[src/design/jpd_pkg.sv]
// ----------------------------------------------------------------------------
// jpd_pkg: shared types and constants for the joystick polar direction block
// Holds the payload structs, the register map, the fixed-point constants,
// the CORDIC arctangent table and the compass sector edges.
// ----------------------------------------------------------------------------
package jpd_pkg;

  // Width of one ADC conversion result.
  localparam int unsigned ADC_BITS = 12;

  // Default number of CORDIC micro-rotations.
  localparam int unsigned CORDIC_STEPS_DEF = 16;

  // Q2.14 unity.
  localparam int unsigned Q14_ONE = 16384;

  // Angle units: the CORDIC accumulates in 1/16384 degree.
  localparam int unsigned HALF_TURN_FINE = 180 * 16384;
  localparam int unsigned FULL_TURN_FINE = 360 * 16384;
  // Heading output is in 1/64 degree.
  localparam int unsigned FULL_TURN_64   = 23040;

  // CORDIC datapath widths.
  localparam int unsigned CORDIC_CW = 26;
  localparam int unsigned CORDIC_ZW = 25;

  // Register map (index of each 32-bit register).
  localparam logic [1:0] REG_X_CENTRE  = 2'd0;
  localparam logic [1:0] REG_Y_CENTRE  = 2'd1;
  localparam logic [1:0] REG_DEAD_ZONE = 2'd2;

  localparam logic [ADC_BITS-1:0] X_CENTRE_RST  = ADC_BITS'(2048);
  localparam logic [ADC_BITS-1:0] Y_CENTRE_RST  = ADC_BITS'(2048);
  localparam logic [14:0]         DEAD_ZONE_RST = 15'd1638;

  // Direction codes.
  localparam logic [3:0] DIR_CENTRE = 4'd0;
  localparam logic [3:0] DIR_N      = 4'd1;

  // arctan(2^-i) in 1/16384 degree.
  localparam logic [19:0] ATAN_FINE [24] = '{
    20'd737280, 20'd435242, 20'd229970, 20'd116736, 20'd58595, 20'd29326,
    20'd14667,  20'd7334,   20'd3667,   20'd1833,   20'd917,   20'd458,
    20'd229,    20'd115,    20'd57,     20'd29,     20'd14,    20'd7,
    20'd4,      20'd2,      20'd1,      20'd0,      20'd0,     20'd0
  };

  // Sector edges in 1/64 degree: 22.5, 67.5, ... 337.5 degrees.
  localparam logic [14:0] SECTOR_EDGE [8] = '{
    15'd1440, 15'd4320, 15'd7200, 15'd10080,
    15'd12960, 15'd15840, 15'd18720, 15'd21600
  };

  // One input transaction.
  typedef struct packed {
    logic [ADC_BITS-1:0] horiz_sample;
    logic [ADC_BITS-1:0] vert_sample;
  } in_t;

  // One result transaction.
  typedef struct packed {
    logic [3:0]         direction;
    logic [14:0]        magnitude;
    logic [14:0]        heading;
    logic               heading_valid;
    logic signed [15:0] mapped_x;
    logic signed [15:0] mapped_y;
  } out_t;

  // Configuration as seen by the datapath.
  typedef struct packed {
    logic [ADC_BITS-1:0] x_centre;
    logic [ADC_BITS-1:0] y_centre;
    logic [14:0]         dead_zone;
  } cfg_t;

  // Scale a centred ADC difference to Q2.14, truncating toward zero and
  // saturating at plus or minus one.
  function automatic logic signed [15:0] scale_axis(input logic signed [ADC_BITS:0] d);
    logic [ADC_BITS-1:0]    mag;
    logic [ADC_BITS+14:0]   wide;
    logic [14:0]            sat;
    mag  = d[ADC_BITS] ? ADC_BITS'(-d) : ADC_BITS'(d);
    wide = {mag, 15'd0} >> ADC_BITS;
    sat  = (wide > (ADC_BITS+15)'(Q14_ONE)) ? 15'(Q14_ONE) : wide[14:0];
    return d[ADC_BITS] ? -$signed({1'b0, sat}) : $signed({1'b0, sat});
  endfunction

endpackage

[src/design/jpd_cordic.sv]
// ----------------------------------------------------------------------------
// jpd_cordic: pipelined compass heading
// CORDIC vectoring of (north, east) with one micro-rotation per stage, then
// wrap and rounding to a heading in 1/64 degree, 0 at north, clockwise.
// ----------------------------------------------------------------------------
module jpd_cordic #(
  parameter int unsigned STEPS  = jpd_pkg::CORDIC_STEPS_DEF,
  parameter int unsigned SIDE_W = 32
) (
  input  logic                clk_i,
  input  logic                rst_ni,
  input  logic                en_i,
  input  logic                valid_i,
  input  logic signed [15:0]  east_i,
  input  logic signed [15:0]  north_i,
  input  logic [SIDE_W-1:0]   side_i,
  output logic                valid_o,
  output logic [14:0]         heading_o,
  output logic [SIDE_W-1:0]   side_o
);

  localparam int unsigned CW = jpd_pkg::CORDIC_CW;
  localparam int unsigned ZW = jpd_pkg::CORDIC_ZW;

  logic signed [CW-1:0] cx_q   [STEPS+1];
  logic signed [CW-1:0] cy_q   [STEPS+1];
  logic signed [ZW-1:0] z_q    [STEPS+1];
  logic                 zero_q [STEPS+1];
  logic [SIDE_W-1:0]    side_q [STEPS+1];
  logic                 vld_q  [STEPS+1];

  logic signed [CW-1:0] cx0, cy0;
  logic                 flip;

  // Prerotation: bring the vector into the right half plane.
  assign cx0  = CW'(north_i) <<< 8;
  assign cy0  = CW'(east_i) <<< 8;
  assign flip = cx0 < 0;

  always_ff @(posedge clk_i or negedge rst_ni) begin
    if (!rst_ni) begin
      vld_q[0] <= 1'b0;
    end else if (en_i) begin
      vld_q[0] <= valid_i;
    end
  end

  always_ff @(posedge clk_i) begin
    if (en_i) begin
      cx_q[0]   <= flip ? -cx0 : cx0;
      cy_q[0]   <= flip ? -cy0 : cy0;
      z_q[0]    <= flip ? ZW'(jpd_pkg::HALF_TURN_FINE) : '0;
      zero_q[0] <= (east_i == '0) && (north_i == '0);
      side_q[0] <= side_i;
    end
  end

  // Micro-rotations, one per stage, driving y toward zero.
  for (genvar i = 0; i < STEPS; i++) begin : g_rot
    logic signed [ZW-1:0] ang;
    logic                 pos;

    assign ang = ZW'(jpd_pkg::ATAN_FINE[i]);
    assign pos = cy_q[i] > 0;

    always_ff @(posedge clk_i or negedge rst_ni) begin
      if (!rst_ni) begin
        vld_q[i+1] <= 1'b0;
      end else if (en_i) begin
        vld_q[i+1] <= vld_q[i];
      end
    end

    always_ff @(posedge clk_i) begin
      if (en_i) begin
        cx_q[i+1]   <= pos ? cx_q[i] + (cy_q[i] >>> i) : cx_q[i] - (cy_q[i] >>> i);
        cy_q[i+1]   <= pos ? cy_q[i] - (cx_q[i] >>> i) : cy_q[i] + (cx_q[i] >>> i);
        z_q[i+1]    <= pos ? z_q[i] + ang : z_q[i] - ang;
        zero_q[i+1] <= zero_q[i];
        side_q[i+1] <= side_q[i];
      end
    end
  end

  // Wrap to a positive angle and round half up to 1/64 degree.
  logic signed [ZW-1:0] z_pos, z_rnd;
  logic [16:0]          h_raw;
  logic [14:0]          h_d, h_q;
  logic [SIDE_W-1:0]    side_out_q;
  logic                 vld_out_q;

  always_comb begin
    z_pos = (z_q[STEPS] < 0) ? z_q[STEPS] + ZW'(jpd_pkg::FULL_TURN_FINE) : z_q[STEPS];
    z_rnd = z_pos + ZW'(128);
    h_raw = z_rnd[24:8];
    if (h_raw >= 17'(jpd_pkg::FULL_TURN_64)) begin
      h_raw = h_raw - 17'(jpd_pkg::FULL_TURN_64);
    end
    h_d = zero_q[STEPS] ? '0 : h_raw[14:0];
  end

  always_ff @(posedge clk_i or negedge rst_ni) begin
    if (!rst_ni) begin
      vld_out_q <= 1'b0;
    end else if (en_i) begin
      vld_out_q <= vld_q[STEPS];
    end
  end

  always_ff @(posedge clk_i) begin
    if (en_i) begin
      h_q        <= h_d;
      side_out_q <= side_q[STEPS];
    end
  end

  assign valid_o   = vld_out_q;
  assign heading_o = h_q;
  assign side_o    = side_out_q;

endmodule
[config.mk]
export PLATFORM = sky130hd
export DESIGN_NAME = jpd_cordic
export DESIGN_NICKNAME = d
export VERILOG_FILES = /design/src/design/jpd_pkg.sv /design/src/design/jpd_cordic.sv
export SDC_FILE = /design/constraint.sdc
export NUM_CORES = 2
export LEC_CHECK = 0
export BUFFER_PORTS_ARGS = -buffer_cell sky130_fd_sc_hd__buf_2
export CAP_MARGIN = 20
export CORE_ASPECT_RATIO = 1.2
export CORE_MARGIN = 10
export CORE_UTILIZATION = 55
export DETAILED_ROUTE_END_ITERATION = 8
export PLACE_DENSITY = 0.72
export SLEW_MARGIN = 20
export SYNTH_ARGS = -nofsm -noshare
export SYNTH_HDL_FRONTEND = slang
export SYNTH_SLANG_ARGS = --single-unit
[constraint.sdc]
create_clock -name clk_i -period 5.4 [get_ports clk_i]
set_clock_uncertainty 0.1 [all_clocks]
set_input_delay 1.35 -clock clk_i [delete_from_list [all_inputs] [get_ports clk_i]]
set_output_delay 1.35 -clock clk_i [all_outputs]
set_load 0.1 [all_outputs]
=== Yosys cells after proc, flatten, opt, wreduce, memory -nomap -nowiden ===
Memories as Yosys holds them, arrays and structs flattened. A register that Yosys moved wholly into a read port is not among the register bits.
Cells that the tools add are included.
Widths: inputs -> output; s select.

* Output and inout bits: 48
* Register bits: 33
* Input bits: 68
* Memory bits (writable): 1,870
* Word-level logic and storage cells: 201
* Memories kept: 5

{| class="wikitable"
|+ Memory list
! memory !! words !! width !! rd ports !! clocked after Yosys merged registers in !! wr ports !! line !! source
|-
| side_q || 17 || 32 || 17 || 1 || 17 || jpd_cordic.sv:29 || <nowiki>logic [SIDE_W-1:0] side_q [STEPS+1];</nowiki>
|-
| cx_q || 17 || 26 || 16 || 0 || 17 || jpd_cordic.sv:25 || <nowiki>logic signed [CW-1:0] cx_q [STEPS+1];</nowiki>
|-
| cy_q || 17 || 26 || 16 || 0 || 17 || jpd_cordic.sv:26 || <nowiki>logic signed [CW-1:0] cy_q [STEPS+1];</nowiki>
|-
| z_q || 17 || 25 || 17 || 0 || 17 || jpd_cordic.sv:27 || <nowiki>logic signed [ZW-1:0] z_q [STEPS+1];</nowiki>
|-
| zero_q || 17 || 1 || 17 || 0 || 17 || jpd_cordic.sv:28 || <nowiki>logic zero_q [STEPS+1];</nowiki>
|}

* Magnitude comparators: 19
* Multiplexer cells: 55
* $add $sub $neg: 100
* Reductions and logical operators: 3

{| class="wikitable"
|+ Operators by type and width
! operator !! number
|-
| $mux 26 || 34
|-
| $mux 25 || 17
|-
| $gt 26x1->1 const B || 16
|-
| $add 26x11->26 || 2
|-
| $add 26x12->26 || 2
|-
| $add 26x13->26 || 2
|-
| $add 26x14->26 || 2
|-
| $add 26x15->26 || 2
|-
| $add 26x16->26 || 2
|-
| $add 26x17->26 || 2
|-
| $add 26x18->26 || 2
|-
| $add 26x19->26 || 2
|-
| $add 26x20->26 || 2
|-
| $add 26x21->26 || 2
|-
| $add 26x22->26 || 2
|-
| $add 26x23->26 || 2
|-
| $add 26x24->26 || 2
|-
| $add 26x25->26 || 2
|-
| $neg 24->26 || 2
|-
| $sub 26x11->26 || 2
|-
| $sub 26x12->26 || 2
|-
| $sub 26x13->26 || 2
|-
| $sub 26x14->26 || 2
|-
| $sub 26x15->26 || 2
|-
| other kinds (54) || 68
|}

=== Longest topological paths before layout ===
An unclocked memory read counts as a cell.

* Depth in word-level cells: 6
* Mapped depth: 24
* Depth with buffers taken out: 23

=== Worst setup path before layout ===
No wires, ideal clock.

* Path kind: flip-flop to flip-flop
* Start: mem cy_q[0][67] (netlist bit)
* End: mem cy_q[0][103] (netlist bit) (data pin)
* Data arrival time: 5.254 ns
* Data required time: 5.032 ns
* Library setup time: 0.268 ns
* Path slack: -0.222 ns
* Path buffers: 2
* Stages on the path, launching flop included: 23
* Period minus slack after synthesis: 5.622 ns
* Path through: edfxtp_1 or4_4 or4_1 or3_1 and2_1 clkbuf_1 inv_2 clkbuf_1 nor2_1 xor2_1 ha_1 fa_1 a21o_1 a21oi_1 o21bai_1 a21oi_1 o21ai_0 a211oi_1 o21ai_0 nand2_1 o21ai_0 o41ai_1 xnor2_1

{| class="wikitable"
|+ RTL lines
! element !! line
|-
| start: declaration || jpd_cordic.sv:26
|}

==> qor.csv <==
stage,metric,value,unit
critical_path,startpoint class of the critical path,flip-flop,
logic_synthesis,synthesized area per cell,11.0,um^2
route,Initial DRT Pass Iterations,5,
clocking,clock sinks,1702,
clocking,"Clk Latency, worst-skew pair",860,ps
finish,nets,11842,
grt,antenna violations before repair,5,
grt,grt total ovfl,0,
critical_path,Critical Path RT,5880,ps
flow_run,Max Cap Viol,0,
critical_path,crit path DAT,5720,ps
route,vias per cell,5.79,
run_status,outcome,"finished, final reports clean",
die,Die Wd,423,um
critical_path,critical path type,flip-flop to flip-flop,
die,initial core utilization,0.553,
logic_synthesis,predominant post-synthesis flop cell,edfxtp_1,
finish,"commonest non-fill, non-tap cell in the layout",edfxtp_1,
route,Vias,77933,
grt,Tot GR Track Use,0.241,
sta,# setup viols final,0,
critical_path,Slowest cell on crit path,or4_4,
logic_synthesis,"Seq/Total Area, Yosys",0.476,
finish,most frequent cells in the layout,"edfxtp_1 (1684), ha_1 (1031), xnor2_1 (909), nor2_1 (753), buf_4 (716)",
die,Row Count,177,
die,core area,194000,um^2
clocking,Root Driver,clkbuf_16,
logic_synthesis,"top cells by area, synth","edfxtp_1 (47%), ha_1 (12%), xnor2_1 (7.4%), a21oi_1 (3.3%), xor2_1 (3.1%)",
placement,GPL Wtd Cong,0.984,
logic_synthesis,synth unique cells,108,
clocking,Longest Clk Path Bufs,3,
route,WL/cell,19.8,um
critical_path,Max stage delay on crit path,580,ps
finish,Synth-to-Final Area Change,14.9,%
route,Remaining DRCs,0,
logic_synthesis,Synth top area share,0.471,
sta,worst setup margin,165,ps
sta,Final min period,5230,ps
critical_path,crit path max fanout,9,
critical_path,FF-to-FF setup slack,170,ps
clocking,Worst-path clk slew,60,ps
clocking,htree depth,4,
logic_synthesis,"FFs w/ async S/R, synth",0.0106,
placement,pre-CTS setup slack,-225,ps
logic_synthesis,"area leader, netlist",edfxtp_1,
placement,post-DP HPWL,208000,um
grt,largest net degree at the start of global routing,125,
route,Final ANT Viol Nets,0,
die,Die Span Y,504,um
grt,vias in the first global route,77820,
logic_synthesis,"EDFF count, synth",1684,
logic_synthesis,cells after synthesis,9788,
die,die outline area,213000,um^2
finish,layout cells sized above 1,0.129,
sta,"Slew Viols, Final",0,
finish,fin util,0.635,
logic_synthesis,Mapped Area,107000,um^2
clocking,CTS tree,built,
sta,Final period util,0.969,
critical_path,cell chain of the critical path,"or4_4, or3_4, nor2_2, nand4_1, nor2b_4, buf_4, nand2_1, o21ai_4, buf_4, fa_1, nor2b_2, o21ai_2, nand2b_1, a21o_1, a21bo_2, a31oi_2, buf_4, a21oi_2, a2111oi_2, buf_4, o31ai_2, nor3_1, a311o_1",
placement,PortBufs,115,
sta,RSZ-0062 raised after global routing,true,
sta,worst slew pin tran,1060,ps
route,DRT Wirelength,266000,um
critical_path,CP Capture Type,flip-flop,
finish,# fillers,15409,
sta,Final Hold Vio Count,0,
clocking,cts bufs inserted,173,
logic_synthesis,Synth Register Bits,1702,
worst_hold_path,hold crit path type,flip-flop to flip-flop,
sta,Slew headroom,0.294,
sta,max frequency,191,MHz
die,I/O Pins,116,
critical_path,Crit path top cell by count,buf_4,
grt,first-pass GRT wire length,414000,um
logic_synthesis,Synthesis Warnings,0,
route,initial DRC count,4691,
[final timing paths]
check / start / endpoint / cells after the start
hold / removal: side_q[12][23]$_DFFE_PP_ / side_q[13][23]$_DFFE_PP_ / 0
setup reg to reg: cy_q[0][282]$_DFFE_PP_ / cx_q[0][306]$_DFFE_PP_ / 23
min in group asynchronous: rst_ni / vld_q[5]$_DFFE_PN0P_ / 1
setup / recovery: cy_q[0][282]$_DFFE_PP_ / cx_q[0][306]$_DFFE_PP_ / 23
max in group asynchronous: rst_ni / vld_q[12]$_DFFE_PN0P_ / 1
hold reg to reg: side_q[12][23]$_DFFE_PP_ / side_q[13][23]$_DFFE_PP_ / 0
[cell families after synthesis]
| family | count (synthesis) | share of synthesized area |
|---|---|---|
| DFF | 1702 | 0.476 |
| other | 1 | 0.0000350 |
| AOI/OAI and AO/OA | 2455 | 0.147 |
| and+or+nand+nor | 2647 | 0.121 |
| adders and majority gates | 1067 | 0.127 |
| muxes | 39 | 0.00393 |
| xor gates and xnor gates | 1287 | 0.105 |
| buffers and inverters | 590 | 0.0209 |
[cell type report]
cell class | instances | area, um^2 | share of cell area
diodes | 2 | 5.00 | 0.0000406
clock buffers | 212 | 4540 | 0.0368
clock inverters | 109 | 1370 | 0.0111
inverters | 473 | 1790 | 0.0145
multi-input cells | 7497 | 54800 | 0.445
flip-flops and latches | 1702 | 51000 | 0.414
well taps | 2595 | 3250 | 0.0263
repair buffers | 860 | 6480 | 0.0526
[metal layers]
metal  vias up  track usage  share of wire
li1      38401            -              -
met1     37138        0.255           0.37
met2      1669        0.456           0.53
met3       725       0.0281          0.034
met4         0        0.143          0.067
met5         -            0              0
[synth_stat cells (102+ instances only)]
| cell type | number |
|---|---|
| a21o_1 | 227 |
| o21ai_0 | 546 |
| inv_1 | 459 |
| and3_1 | 105 |
| xor2_1 | 376 |
| o21bai_1 | 122 |
| o31ai_1 | 131 |
| nor3_1 | 270 |
| nand2_1 | 560 |
| or3_1 | 134 |
| a21oi_1 | 718 |
| o21a_1 | 105 |
| ha_1 | 1033 |
| xnor2_1 | 910 |
| nor2b_1 | 125 |
| nand3_1 | 207 |
| nand2b_1 | 150 |
| nor2_1 | 758 |
| edfxtp_1 | 1684 |
| clkbuf_1 | 102 |
[critical path: cells and delay by family, from the launching register on]
kind	cells	cell delay [ps]
adders and majority gates	1	450
and+or+nand+nor	9	1880
buffers and inverters	4	660
DFF	1	400
AOI/OAI and AO/OA	9	1460
[repair_timing]
item	in CTS	in global routing
cloned	0	0
buffers inserted	0	15
pin swaps	1	48
gates resized for setup	14	179
hold buffers	0	0
setup endpoints to repair	21	163
[registers in the layout, indices dropped and copies added (netlist names)]
register   flops
cy_q         382
cx_q         346
side_o        32
z_q          348
zero_q        17
heading_o     15
valid_o        1
side_q       544
vld_q         17
[through the flow]
stage               setup TNS (ps)  cell area, um^2  hold slack, ps  cells
floorplan                    -7.57           107000             300   9789
global placement              -213           117000             300  13112
detailed placement            -919           117000             305  13112
CTS                              0           122000             266  13433
global route                  -278           123000             291  13449
finish                           0           123000             287  13450
Power is left out: the tool's default activity adds up to more than one toggle a clock period on the data nets, which glitch-free logic cannot reach.
