$ cat src/design/jpd_pkg.sv
// ----------------------------------------------------------------------------
// jpd_pkg: shared types and constants for the joystick polar direction block
// Holds the payload structs, the register map, the fixed-point constants,
// the CORDIC arctangent table and the compass sector edges.
// ----------------------------------------------------------------------------
package jpd_pkg;

  // Width of one ADC conversion result.
  localparam int unsigned ADC_BITS = 12;

  // Default number of CORDIC micro-rotations.
  localparam int unsigned CORDIC_STEPS_DEF = 16;

  // Q2.14 unity.
  localparam int unsigned Q14_ONE = 16384;

  // Angle units: the CORDIC accumulates in 1/16384 degree.
  localparam int unsigned HALF_TURN_FINE = 180 * 16384;
  localparam int unsigned FULL_TURN_FINE = 360 * 16384;
  // Heading output is in 1/64 degree.
  localparam int unsigned FULL_TURN_64   = 23040;

  // CORDIC datapath widths.
  localparam int unsigned CORDIC_CW = 26;
  localparam int unsigned CORDIC_ZW = 25;

  // Register map (index of each 32-bit register).
  localparam logic [1:0] REG_X_CENTRE  = 2'd0;
  localparam logic [1:0] REG_Y_CENTRE  = 2'd1;
  localparam logic [1:0] REG_DEAD_ZONE = 2'd2;

  localparam logic [ADC_BITS-1:0] X_CENTRE_RST  = ADC_BITS'(2048);
  localparam logic [ADC_BITS-1:0] Y_CENTRE_RST  = ADC_BITS'(2048);
  localparam logic [14:0]         DEAD_ZONE_RST = 15'd1638;

  // Direction codes.
  localparam logic [3:0] DIR_CENTRE = 4'd0;
  localparam logic [3:0] DIR_N      = 4'd1;

  // arctan(2^-i) in 1/16384 degree.
  localparam logic [19:0] ATAN_FINE [24] = '{
    20'd737280, 20'd435242, 20'd229970, 20'd116736, 20'd58595, 20'd29326,
    20'd14667,  20'd7334,   20'd3667,   20'd1833,   20'd917,   20'd458,
    20'd229,    20'd115,    20'd57,     20'd29,     20'd14,    20'd7,
    20'd4,      20'd2,      20'd1,      20'd0,      20'd0,     20'd0
  };

  // Sector edges in 1/64 degree: 22.5, 67.5, ... 337.5 degrees.
  localparam logic [14:0] SECTOR_EDGE [8] = '{
    15'd1440, 15'd4320, 15'd7200, 15'd10080,
    15'd12960, 15'd15840, 15'd18720, 15'd21600
  };

  // One input transaction.
  typedef struct packed {
    logic [ADC_BITS-1:0] horiz_sample;
    logic [ADC_BITS-1:0] vert_sample;
  } in_t;

  // One result transaction.
  typedef struct packed {
    logic [3:0]         direction;
    logic [14:0]        magnitude;
    logic [14:0]        heading;
    logic               heading_valid;
    logic signed [15:0] mapped_x;
    logic signed [15:0] mapped_y;
  } out_t;

  // Configuration as seen by the datapath.
  typedef struct packed {
    logic [ADC_BITS-1:0] x_centre;
    logic [ADC_BITS-1:0] y_centre;
    logic [14:0]         dead_zone;
  } cfg_t;

  // Scale a centred ADC difference to Q2.14, truncating toward zero and
  // saturating at plus or minus one.
  function automatic logic signed [15:0] scale_axis(input logic signed [ADC_BITS:0] d);
    logic [ADC_BITS-1:0]    mag;
    logic [ADC_BITS+14:0]   wide;
    logic [14:0]            sat;
    mag  = d[ADC_BITS] ? ADC_BITS'(-d) : ADC_BITS'(d);
    wide = {mag, 15'd0} >> ADC_BITS;
    sat  = (wide > (ADC_BITS+15)'(Q14_ONE)) ? 15'(Q14_ONE) : wide[14:0];
    return d[ADC_BITS] ? -$signed({1'b0, sat}) : $signed({1'b0, sat});
  endfunction

endpackage

$ cat src/design/jpd_regs.sv
// ----------------------------------------------------------------------------
// jpd_regs: configuration registers
// APB-style slave holding the two centre codes and the dead zone.
// ----------------------------------------------------------------------------
module jpd_regs (
  input  logic               clk_i,
  input  logic               rst_ni,
  input  logic               psel,
  input  logic               penable,
  input  logic               pwrite,
  input  logic [3:0]         paddr,
  input  logic [31:0]        pwdata,
  output logic [31:0]        prdata,
  output logic               pready,
  output jpd_pkg::cfg_t      cfg_o
);

  jpd_pkg::cfg_t cfg_q, cfg_d;
  logic          wr_en;

  assign pready = 1'b1;
  assign wr_en  = psel && penable && pwrite;

  // Register write decode; bits above each register's width are dropped.
  always_comb begin
    cfg_d = cfg_q;
    if (wr_en) begin
      unique case (paddr[3:2])
        jpd_pkg::REG_X_CENTRE:  cfg_d.x_centre  = pwdata[jpd_pkg::ADC_BITS-1:0];
        jpd_pkg::REG_Y_CENTRE:  cfg_d.y_centre  = pwdata[jpd_pkg::ADC_BITS-1:0];
        jpd_pkg::REG_DEAD_ZONE: cfg_d.dead_zone = pwdata[14:0];
        default: ;
      endcase
    end
  end

  always_ff @(posedge clk_i or negedge rst_ni) begin
    if (!rst_ni) begin
      cfg_q.x_centre  <= jpd_pkg::X_CENTRE_RST;
      cfg_q.y_centre  <= jpd_pkg::Y_CENTRE_RST;
      cfg_q.dead_zone <= jpd_pkg::DEAD_ZONE_RST;
    end else begin
      cfg_q <= cfg_d;
    end
  end

  // Read-back mux.
  always_comb begin
    unique case (paddr[3:2])
      jpd_pkg::REG_X_CENTRE:  prdata = 32'(cfg_q.x_centre);
      jpd_pkg::REG_Y_CENTRE:  prdata = 32'(cfg_q.y_centre);
      jpd_pkg::REG_DEAD_ZONE: prdata = 32'(cfg_q.dead_zone);
      default:                prdata = '0;
    endcase
  end

  assign cfg_o = cfg_q;

endmodule

$ cat config.mk
export PLATFORM = sky130hd
export DESIGN_NAME = jpd_regs
export DESIGN_NICKNAME = d
export VERILOG_FILES = /design/src/design/jpd_pkg.sv /design/src/design/jpd_regs.sv
export SDC_FILE = /design/constraint.sdc
export NUM_CORES = 1
export LEC_CHECK = 0
export BUFFER_PORTS_ARGS = -buffer_cell sky130_fd_sc_hd__buf_2
export CAP_MARGIN = 40
export CORE_MARGIN = 4
export CORE_UTILIZATION = 40
export CTS_CLUSTER_SIZE = 14
export DETAILED_ROUTE_END_ITERATION = 10
export PLACE_DENSITY = 0.76
export REMOVE_ABC_BUFFERS = 1
export SLEW_MARGIN = 20
export SYNTH_ARGS = -nofsm -noshare
export SYNTH_HDL_FRONTEND = slang
export SYNTH_SLANG_ARGS = --single-unit
$ cat constraint.sdc
create_clock -name clk_i -period 1.5 [get_ports clk_i]
set_input_delay 0.15 -clock clk_i [delete_from_list [all_inputs] [get_ports clk_i]]
set_output_delay 0.15 -clock clk_i [all_outputs]
set_load 0.01 [all_outputs]
; ---- Yosys cells after proc, flatten, opt, wreduce, memory -nomap -nowiden
; Cells that the tools add are included.
[totals]
input_bits = 41
reg_bits = 39
output_inout_bits = 72
elab_cells = 12
[op_classes]
muxes = 1
eq_ne = 2
reduce_logical = 6
[ops]
columns = op, count
row1 = 15-bit one-hot mux with 3 select lines, 1
row2 = 2-bit AND reduction, 3
row3 = 2-bit by 1-bit == test with 1-bit output (second input constant), 1
row4 = 2-bit == test (second input constant), 1
row5 = 1-bit logical AND, 2
row6 = 2-bit zero test, 1

; ---- Longest topological paths before layout
; Gate-level depths: netlist of run 1.
[depth]
word_depth = 3
ltp_mapped = 5
ltp_nobuf = 3

; ---- Worst setup path after synthesis of run 1
; No wires, ideal clock.
[synth_path]
path_kind = in2reg
from = input pwrite
to = register cfg_q (netlist bit cfg_o[11])
arrival_time_ns = 1.188
path_slack_ns = 0.188
path_stages = 4
t_required_ns = 1.375
setup_time_ns = 0.125
path_buffers = 1
path_cell_list = nand3_1 nor3b_2 buf_4 mux2_2
[synth_via]
elab_chain_len = 2
[synth_rtl]
columns = element, line
row1 = start: declaration, jpd_regs.sv:10  ; input logic pwrite,
row2 = 1-bit logical AND, jpd_regs.sv:22  ; assign wr_en = psel && penable && pwrite;
row3 = 2-bit AND reduction (no source line), n/a
row4 = end signal: assignment, jpd_regs.sv:43  ; cfg_q <= cfg_d;
row5 = end: declaration, jpd_regs.sv:18  ; jpd_pkg::cfg_t cfg_q, cfg_d;
; Every way passes these cells.
; A chain may end at the register's enable or synchronous reset.

; ---- Worst setup path in the final report of run 1
[layout_path]
from = register cfg_q (netlist bit cfg_o[6])
to = output prdata[6]
[layout_via]
elab_chain_len = 1
[layout_rtl]
columns = element, line
row1 = 15-bit one-hot mux with 3 select lines, jpd_regs.sv:49  ; unique case (paddr[3:2])
row2 = end: declaration, jpd_regs.sv:13  ; output logic [31:0] prdata,
; Every way passes these cells.

==> impl_results.md, run 1 <==
- Vias in the first global route: 1439
- First-pass GRT wire length: 7.47 mm
- Hold depth: 2
- Routed Antenna Nets: 0
- Startpoint Class: register
- Max Cap Viol: 0
- Gr ovfl total: 0
- Hold Slack: 0.0909 ns
- Clock Latency Late Sink: 0.29 ns
- Post-DP HPWL: 3.40 mm
- CTS Buf Count: 5
- Endpoint class of the critical path: output port
- Clock skew: 0 ns
- WHS Endpoint: cfg_o[12]
- R2R setup slack: 0.71 ns
- Via density: 4.57
- Fin. max-slew vios: 0
- Share of post-route cells with drive strength above 1: 0.606
- Average cell area after synthesis: 13.0 µm²
- CTS sink cnt: 39
- Reg2Reg Depth: 1
- Ys async rst share: 1.00
- 1st-iter DRT viols: 55
- Critical Path AT: 1.21 ns
- Row Count: 25
- DIE HEIGHT: 77.7 µm
- Die width: 77.7 µm
- Leakage: 1.30 nW
- Area leader, netlist: dfrtp_1
- Synthesis Warnings: 0
- Hold Path Class: input pin to register
- PostCTS Resize Cnt: 0
- Detailed Route WL: 4.50 mm
- Final setup vio count: 0
- Setup CP Type: register to output port
- Fmax: 0.735 GHz
- HP Start: pwdata[12]
- Clock Path Buffers: 2
- Core Util, Final: 0.527
- Routability cong.: 0.721
- Main synth FF type: dfrtp_1
- Ports: 113
- Diode count: 0
- Layout area overhead: 28.2%
- Outcome: complete, no violations
- Worst Setup SP: cfg_o[6]
- Die ar.: 6040 µm²
- Mapped Cells: 150
- Synth top area cells: dfrtp_1, mux2_2, dfstp_2, buf_4, mux2_4
- Count leader, synth: dfrtp_1
- Post-synth EDFFs: 0
- VDD IR max: 0.710 mV
- Largest net degree at the start of global routing: 21
- RSZ-0062 raised after global routing: false
- Critical Path RT: 1.35 ns
- Final net count: 276
- Min Tclk post-route: 1.36 ns
- PD cells: 1310 nW/µm²
- Largest register FFs: 39
- Cell variety after synth: 19
- Yosys top cell area share: 0.399
- Pre-antenna DRT Iters: 3
- Initial core utilization: 0.411
- DRC viols: 0
- Clock tree from TritonCTS: done
- Wire per inst: 14.9 µm
- Tot GR Track Use: 0.159
- Seq cells post-synth: 39
- Initial antenna violation count: 0
- PnR Total Power: 3.27 mW
- Mapped cell area: 1940 µm²
- CORE AREA: 4720 µm²
- CTS clk-pin slew, worst paths: 0.07 ns
- Hold Vio Cnt, Final: 0
- Dpl cell area: 2380 µm²
- Sequential element share of the synthesized area: 0.507
- Tcrit/Tclk final: 0.907
- Fin area: 2490 µm²
- Critical path peak fanout: 3
- PortBufs: 75
- Max H-tree Level: 2
- R2r endpoint: cfg_o[18]
- Commonest cells in the netlist: dfrtp_1, mux2_2, buf_4
- Total number of vias: 1384
- Critical R2R Launch: cfg_o[18]
- Root Driver: clkbuf_8
-- power breakdown --
part | switching, mW | internal, mW
Combinational | 0.463 | 0.519
Sequential | 0.182 | 1.34
Clock | 0.347 | 0.419
Total | 0.991 | 2.27
-- logic make-up after synthesis --
family	synth area share
compound gates	0.0309
buf+inv	0.0934
flops	0.507
mux	0.307
other cells	0.00386
simple gates	0.0573
-- placed cells by master, fill, tap and decap left out --
cell / count
and2b_1: 1
dfstp_2: 8
and2_1: 3
or3b_4: 1
o21ai_0: 12
nor3_2: 1
nor3b_2: 1
buf_2: 75
buf_12: 1
mux2i_1: 12
dfrtp_1: 31
nor2b_1: 1
nand3_1: 1
clkbuf_8: 7
clkbuf_1: 1
buf_4: 10
conb_1: 18
dlygate4sd3_1: 1
mux2_2: 29
nand2_1: 12
mux2_4: 10
-- worst max-delay path, cell delays in order, from the launching register on --
cell	delay [ns]
dfstp_2	0.54
mux2i_1	0.06
o21ai_0	0.16
buf_2	0.16
-- layer usage --
metal	wire length [µm]	global-route usage	part of all wire	vias up
li1	-	-	-	647
met1	1940	0.198	0.43	666
met2	2170	0.276	0.48	64
met3	345	0.0383	0.077	7
met4	48	0.0374	0.011	0
met5	0	0	0	-
-- metrics by stage --
| stage | std cells | setup slack [ns] | TNS [ns] |
|---|---|---|---|
| 2_1_floorplan | 141 | -0.171 | -2.01 |
| 3_3_place_gp | 294 | 0.125 | 0 |
| 3_5_place_dp | 294 | 0.119 | 0 |
| 4_1_cts | 303 | 0.122 | 0 |
| 5_1_grt | 303 | 0.0446 | 0 |
| 6_report | 303 | 0.140 | 0 |
-- worst max-delay path by stage --
stage / endpoint / slack, ns / depth (start not counted)
3_3_place_gp: cfg_o[23] / 0.12 / 4
4_1_cts: prdata[6] / 0.12 / 3
5_1_grt: prdata[2] / 0.04 / 3
2_1_floorplan: cfg_o[27] / -0.17 / 3
6_report: prdata[6] / 0.14 / 3
3_5_place_dp: cfg_o[18] / 0.12 / 4
-- cell type report --
cell class                 count  area [µm²]
sequential                    39         986
multi-input combinational    102         841
tap                           67        83.8
clock buffer                   8         100
fill                         409        2230
timing repair buffer          87         480
-- repair_timing --
item | in CTS | in global routing
setup buffers | 0 | 0
endpoints found under the hold margin | 17 | 0
hold buffers | 1 | 0
endpoints found under the setup margin | 0 | 0
Power figures use the tool's default switching activity.
==> run 2: changes to the inputs <==
- ABC_AREA: not set -> 1
- PLACE_DENSITY: 0.76 -> 0.8
==> impl_results.md, run 2 <==
- Outcome: complete, no violations
- Dpl cell area: 2320 µm²
- Layout area overhead: 24.0%
- Wire per inst: 12.8 µm
- PnR Total Power: 2.95 mW
- Setup ws final: 0.273 ns
- Vias in the first global route: 1669
- DRC viols: 0
- Critical Path AT: 1.08 ns
- Main synth FF type: dfrtp_1
- Setup CP Type: register to output port
- Clock Latency Late Sink: 0.28 ns
- Count leader, synth: nand2_1
- WP buf/inv: 1
- Average cell area after synthesis: 7.56 µm²
- Post-DP HPWL: 3.68 mm
- Final net count: 376
- Post-synth EDFFs: 0
- Clock Path Buffers: 2
- Mapped cell area: 1940 µm²
- Max Cap Viol: 0
- Diode count: 0
- Final setup vio count: 0
- First-pass GRT wire length: 8.45 mm
- Ports: 113
- CP cell instances: nand2_1 -> nand3_1 -> buf_2
- Kind of cell adding the most delay to the critical path: flip-flops
- PostCTS Resize Cnt: 0
- CTS Buf Count: 5
- HP Start: pwdata[12]
- Max H-tree Level: 2
- CTS clk-pin slew, worst paths: 0.08 ns
- Reg2Reg Depth: 2
- Critical Path RT: 1.35 ns
- Root Driver: clkbuf_8
- Hold Path Class: input pin to register
- Worst Setup SP: cfg_o[10]
- R2r endpoint: cfg_o[6]
- Commonest cells in the netlist: nand2_1, dfrtp_1, buf_4, nand3_1, dfstp_2
- Ys async rst share: 1.00
- Detailed Route WL: 5.15 mm
- Area leader, netlist: dfrtp_1
- Largest net degree at the start of global routing: 21
- Mapped Cells: 257
- Gr ovfl total: 0
- CP max-delay cell: dfstp_2
- Die ar.: 6030 µm²
- Startpoint Class: register
- Dpl ws: 0.116 ns
- PortBufs: 75
- Die width: 77.7 µm
- Hold Slack: 0.0659 ns
- Fin. max-slew vios: 0
- VDD IR max: 0.617 mV
- Initial core utilization: 0.411
- Clock tree from TritonCTS: done
- Tot GR Track Use: 0.178
- Yosys top cell area share: 0.399
- Initial antenna violation count: 0
- Tcrit/Tclk final: 0.818
- Pre-antenna DRT Iters: 4
- Leakage: 1.44 nW
- Fin Setup TNS: 0 ns
- Critical R2R Launch: cfg_o[6]
- Routed Antenna Nets: 0
- Row Count: 25
- RSZ-0062 raised after global routing: false
- Min Tclk post-route: 1.23 ns
- WHS Endpoint: cfg_o[12]
- Share of post-route cells with drive strength above 1: 0.307
- Critical path peak fanout: 3
- Most common cell after layout, fill and taps aside: nand2_1
- CORE AREA: 4720 µm²
- Hold Vio Cnt, Final: 0
- 1st-iter DRT viols: 95
- Sequential element share of the synthesized area: 0.508
- Via density: 4.44
- Routability cong.: 0.750
- Commonest non-fill, non-tap cells in the layout: nand2_1, buf_2, dfrtp_1, conb_1, nand3_1
- Cell variety after synth: 15
- CTS Hold Bufs: 1
- Total number of vias: 1789
- Hold depth: 3
- Fin area: 2410 µm²
- Largest register FFs: 39
- DIE HEIGHT: 77.7 µm
- Endpoint class of the critical path: output port
- Synth top area cells: dfrtp_1, nand2_1, dfstp_2, buf_4, nand3_1
- Post-CTS Setup Inserts: 0
- Worst path max stage delay: 0.54 ns
- Fmax: 0.815 GHz
- Clock skew: 0 ns
- R2R setup slack: 0.76 ns
- Seq cells post-synth: 39
- Synthesis Warnings: 0
- PD cells: 1220 nW/µm²
- CTS sink cnt: 39
==> run 2: changes by cell type after synthesis, sizes merged, moves of 2 or more <==
cell,previous run,this run
mux2i,12,0
nand3,1,13
buf,23,27
nor2,0,8
clkbuf,2,0
o21ai,12,0
nand2,12,160
and2,3,0
inv,0,8
mux2,39,0
==> run 2: per-stage QoR <==
step | util | cells
2_1_floorplan | - | 246
3_5_place_dp | 0.491 | 394
5_1_grt | 0.510 | 403
3_3_place_gp | 0.491 | 394
4_1_cts | 0.510 | 403
6_report | 0.510 | 403
==> run 2: worst max path at each step <==
stage,endpoint,cells past startpoint
after floorplan,cfg_o[27],4
after global placement,cfg_o[22],7
after detailed placement,cfg_o[23],7
after CTS,prdata[10],3
after global routing,prdata[11],3
final,prdata[10],3
==> run 2: worst reg2reg max path, stage by stage (launching register included) <==
cell and delay, ns:
dfstp_2 0.55, nand2_1 0.06, nand2_1 0.08
==> run 2: area by class of cell <==
class,instances,area (µm²)
clock buffer,8,80.1
multi-input combinational,199,786
tap,67,83.8
timing repair buffer,82,443
inverter,8,30.0
sequential,39,986
fill,477,2310
==> run 2: kinds of logic after synthesis <==
logic type | count (synthesis) | synth area share
buffers and inverters | 35 | 0.119
other | 2 | 0.00387
flip-flops | 39 | 0.508
AND/OR/NAND/NOR | 181 | 0.370
==> run 2: where the power goes <==
part           switching [mW]  internal (mW)  leakage [nW]
Combinational           0.478          0.331         0.923
Clock                   0.340          0.330        0.0395
Sequential              0.167           1.30         0.478
==> run 2: layer usage <==
metal | wire, µm | part of all wire | vias up | GRT usage
met5 | 0 | 0 | - | 0
met1 | 2330 | 0.45 | 831 | 0.242
met3 | 355 | 0.069 | 2 | 0.0336
met4 | 20 | 0.0039 | 0 | 0.0480
li1 | - | - | 887 | -
met2 | 2450 | 0.48 | 69 | 0.289
==> run 3: changes to the inputs <==
- clock period: 1.5 -> 1.25 ns (I/O delays scaled with it)
==> impl_results.md, run 3 (same netlist as run 2, synthesis figures left out) <==
- Detailed Route WL: 5.30 mm
- DIE HEIGHT: 77.7 µm
- Fin. max-slew vios: 0
- CORE AREA: 4720 µm²
- Outcome: complete, no violations
- CTS clk-pin slew, worst paths: 0.07 ns
- R2R setup slack: 0.47 ns
- Met1 Use GR: 0.252
- Max Cap Viol: 0
- Setup CP Type: register to output port
- Met2 usage: 0.289
- Post-DP HPWL: 3.81 mm
- Vias in the first global route: 1743
- Initial antenna violation count: 0
- Share of post-route cells with drive strength above 1: 0.326
- DRC viols: 0
- RSZ-0062 raised after global routing: true
- Worst Setup SP: cfg_o[10]
- CTS sink cnt: 39
- Tot GR Track Use: 0.182
- Critical Path RT: 1.12 ns
- Critical path peak fanout: 3
- Die width: 77.7 µm
- HP Start: pwdata[13]
- VDD IR max: 0.713 mV
- Critical Path AT: 1.09 ns
- Total number of vias: 1853
- Startpoint Class: register
- Ports: 113
- Clock tree from TritonCTS: done
- Routed Antenna Nets: 0
- Fmax: 0.824 GHz
- Hold depth: 3
- R2r endpoint: cfg_o[26]
- Tcrit/Tclk final: 0.971
- Fin Setup TNS: 0 ns
- Max H-tree Level: 2
- Initial core utilization: 0.411
- Hold Vio Cnt, Final: 0
- Pre-antenna DRT Iters: 4
- Gr ovfl total: 0
- Filler cells: 474
- CTS Buf Count: 5
- Met3 GRT Util: 0.0383
- Diode count: 0
- Min Tclk post-route: 1.21 ns
- First-pass GRT wire length: 8.72 mm
- Fin cells: 411
- Routability cong.: 0.774
- GR peak layer: met2
- Clock Latency Late Sink: 0.28 ns
- Reg2Reg Depth: 3
- Layout area overhead: 27.3%
- Placed Cells: 400
- Wire per inst: 12.9 µm
- Clock Path Buffers: 2
- 1st-iter DRT viols: 85
- Largest register FFs: 39
- Most common cell after layout, fill and taps aside: nand2_1
- Clock skew: 0 ns
- Die ar.: 6030 µm²
- PortBufs: 75
- Endpoint class of the critical path: output port
- Via density: 4.51
- Critical R2R Launch: cfg_o[26]
- Final net count: 384
- Final setup vio count: 0
- PD cells: 1450 nW/µm²
- WHS Endpoint: cfg_o[13]
- Root Driver: clkbuf_8
- Commonest non-fill, non-tap cells in the layout: nand2_1, buf_2, dfrtp_1, conb_1
- Leakage: 1.48 nW
- Hold Path Class: input pin to register
- Largest net degree at the start of global routing: 40
- Row Count: 25
[run 3: cell type report]
class / count / area [µm²] / area share
sequential: 39 / 986 / 0.399
multi-input combinational: 199 / 788 / 0.319
timing repair buffer: 90 / 503 / 0.204
tap: 67 / 83.8 / 0.0339
clock buffer: 8 / 80.1 / 0.0324
inverter: 8 / 30.0 / 0.0122
[run 3: worst max-delay path by stage]
stage,to,slack (ns),depth (start not counted)
after floorplan,cfg_o[27],0.10,4
after global placement,cfg_o[4],0.02,7
after detailed placement,cfg_o[3],0.007,7
after CTS,prdata[10],0.02,3
after global routing,prdata[1],-0.04,3
final,prdata[10],0.04,3
[run 3: layer usage]
metal  wire length (µm)  up-vias  part of all wire
met2               2480       69              0.47
met3                365        5             0.069
li1                   -      907                 -
met4                 40        0            0.0075
met1               2420      872              0.46
met5                  0        -                 0
[run 3: power by group]
group	total (mW)	internal, mW	switching (mW)	leakage, nW
combinational	1.00	0.418	0.583	0.961
clock	0.819	0.397	0.422	0.0395
sequential	1.76	1.56	0.204	0.478
[run 3: per-stage QoR]
step,setup WS (ns),instance area (µm²),hold WS (ns),utilization,power [mW]
finish,0.0359,2470,0.0366,0.523,3.58
global route,-0.0392,2470,0.0364,0.523,3.83
floorplan,0.105,1800,-0.171,-,2.25
global placement,0.0208,2360,0.106,0.500,2.74
detailed placement,0.00653,2360,0.111,0.500,2.77
CTS,0.0236,2450,0.0324,0.519,3.59
[run 3: what timing repair did]
action                                 in CTS  in global routing
hold buffers                                1                  0
setup buffers                               0                  2
endpoints found under the hold margin      31                  0
gates resized for setup                     0                  1
setup endpoints to repair                   0                  7
[run 3: worst max-delay path, cell delays in order (launching register included)]
cell	delay, ns
dfstp_2	0.55
nand2_1	0.06
nand3_1	0.07
buf_2	0.13
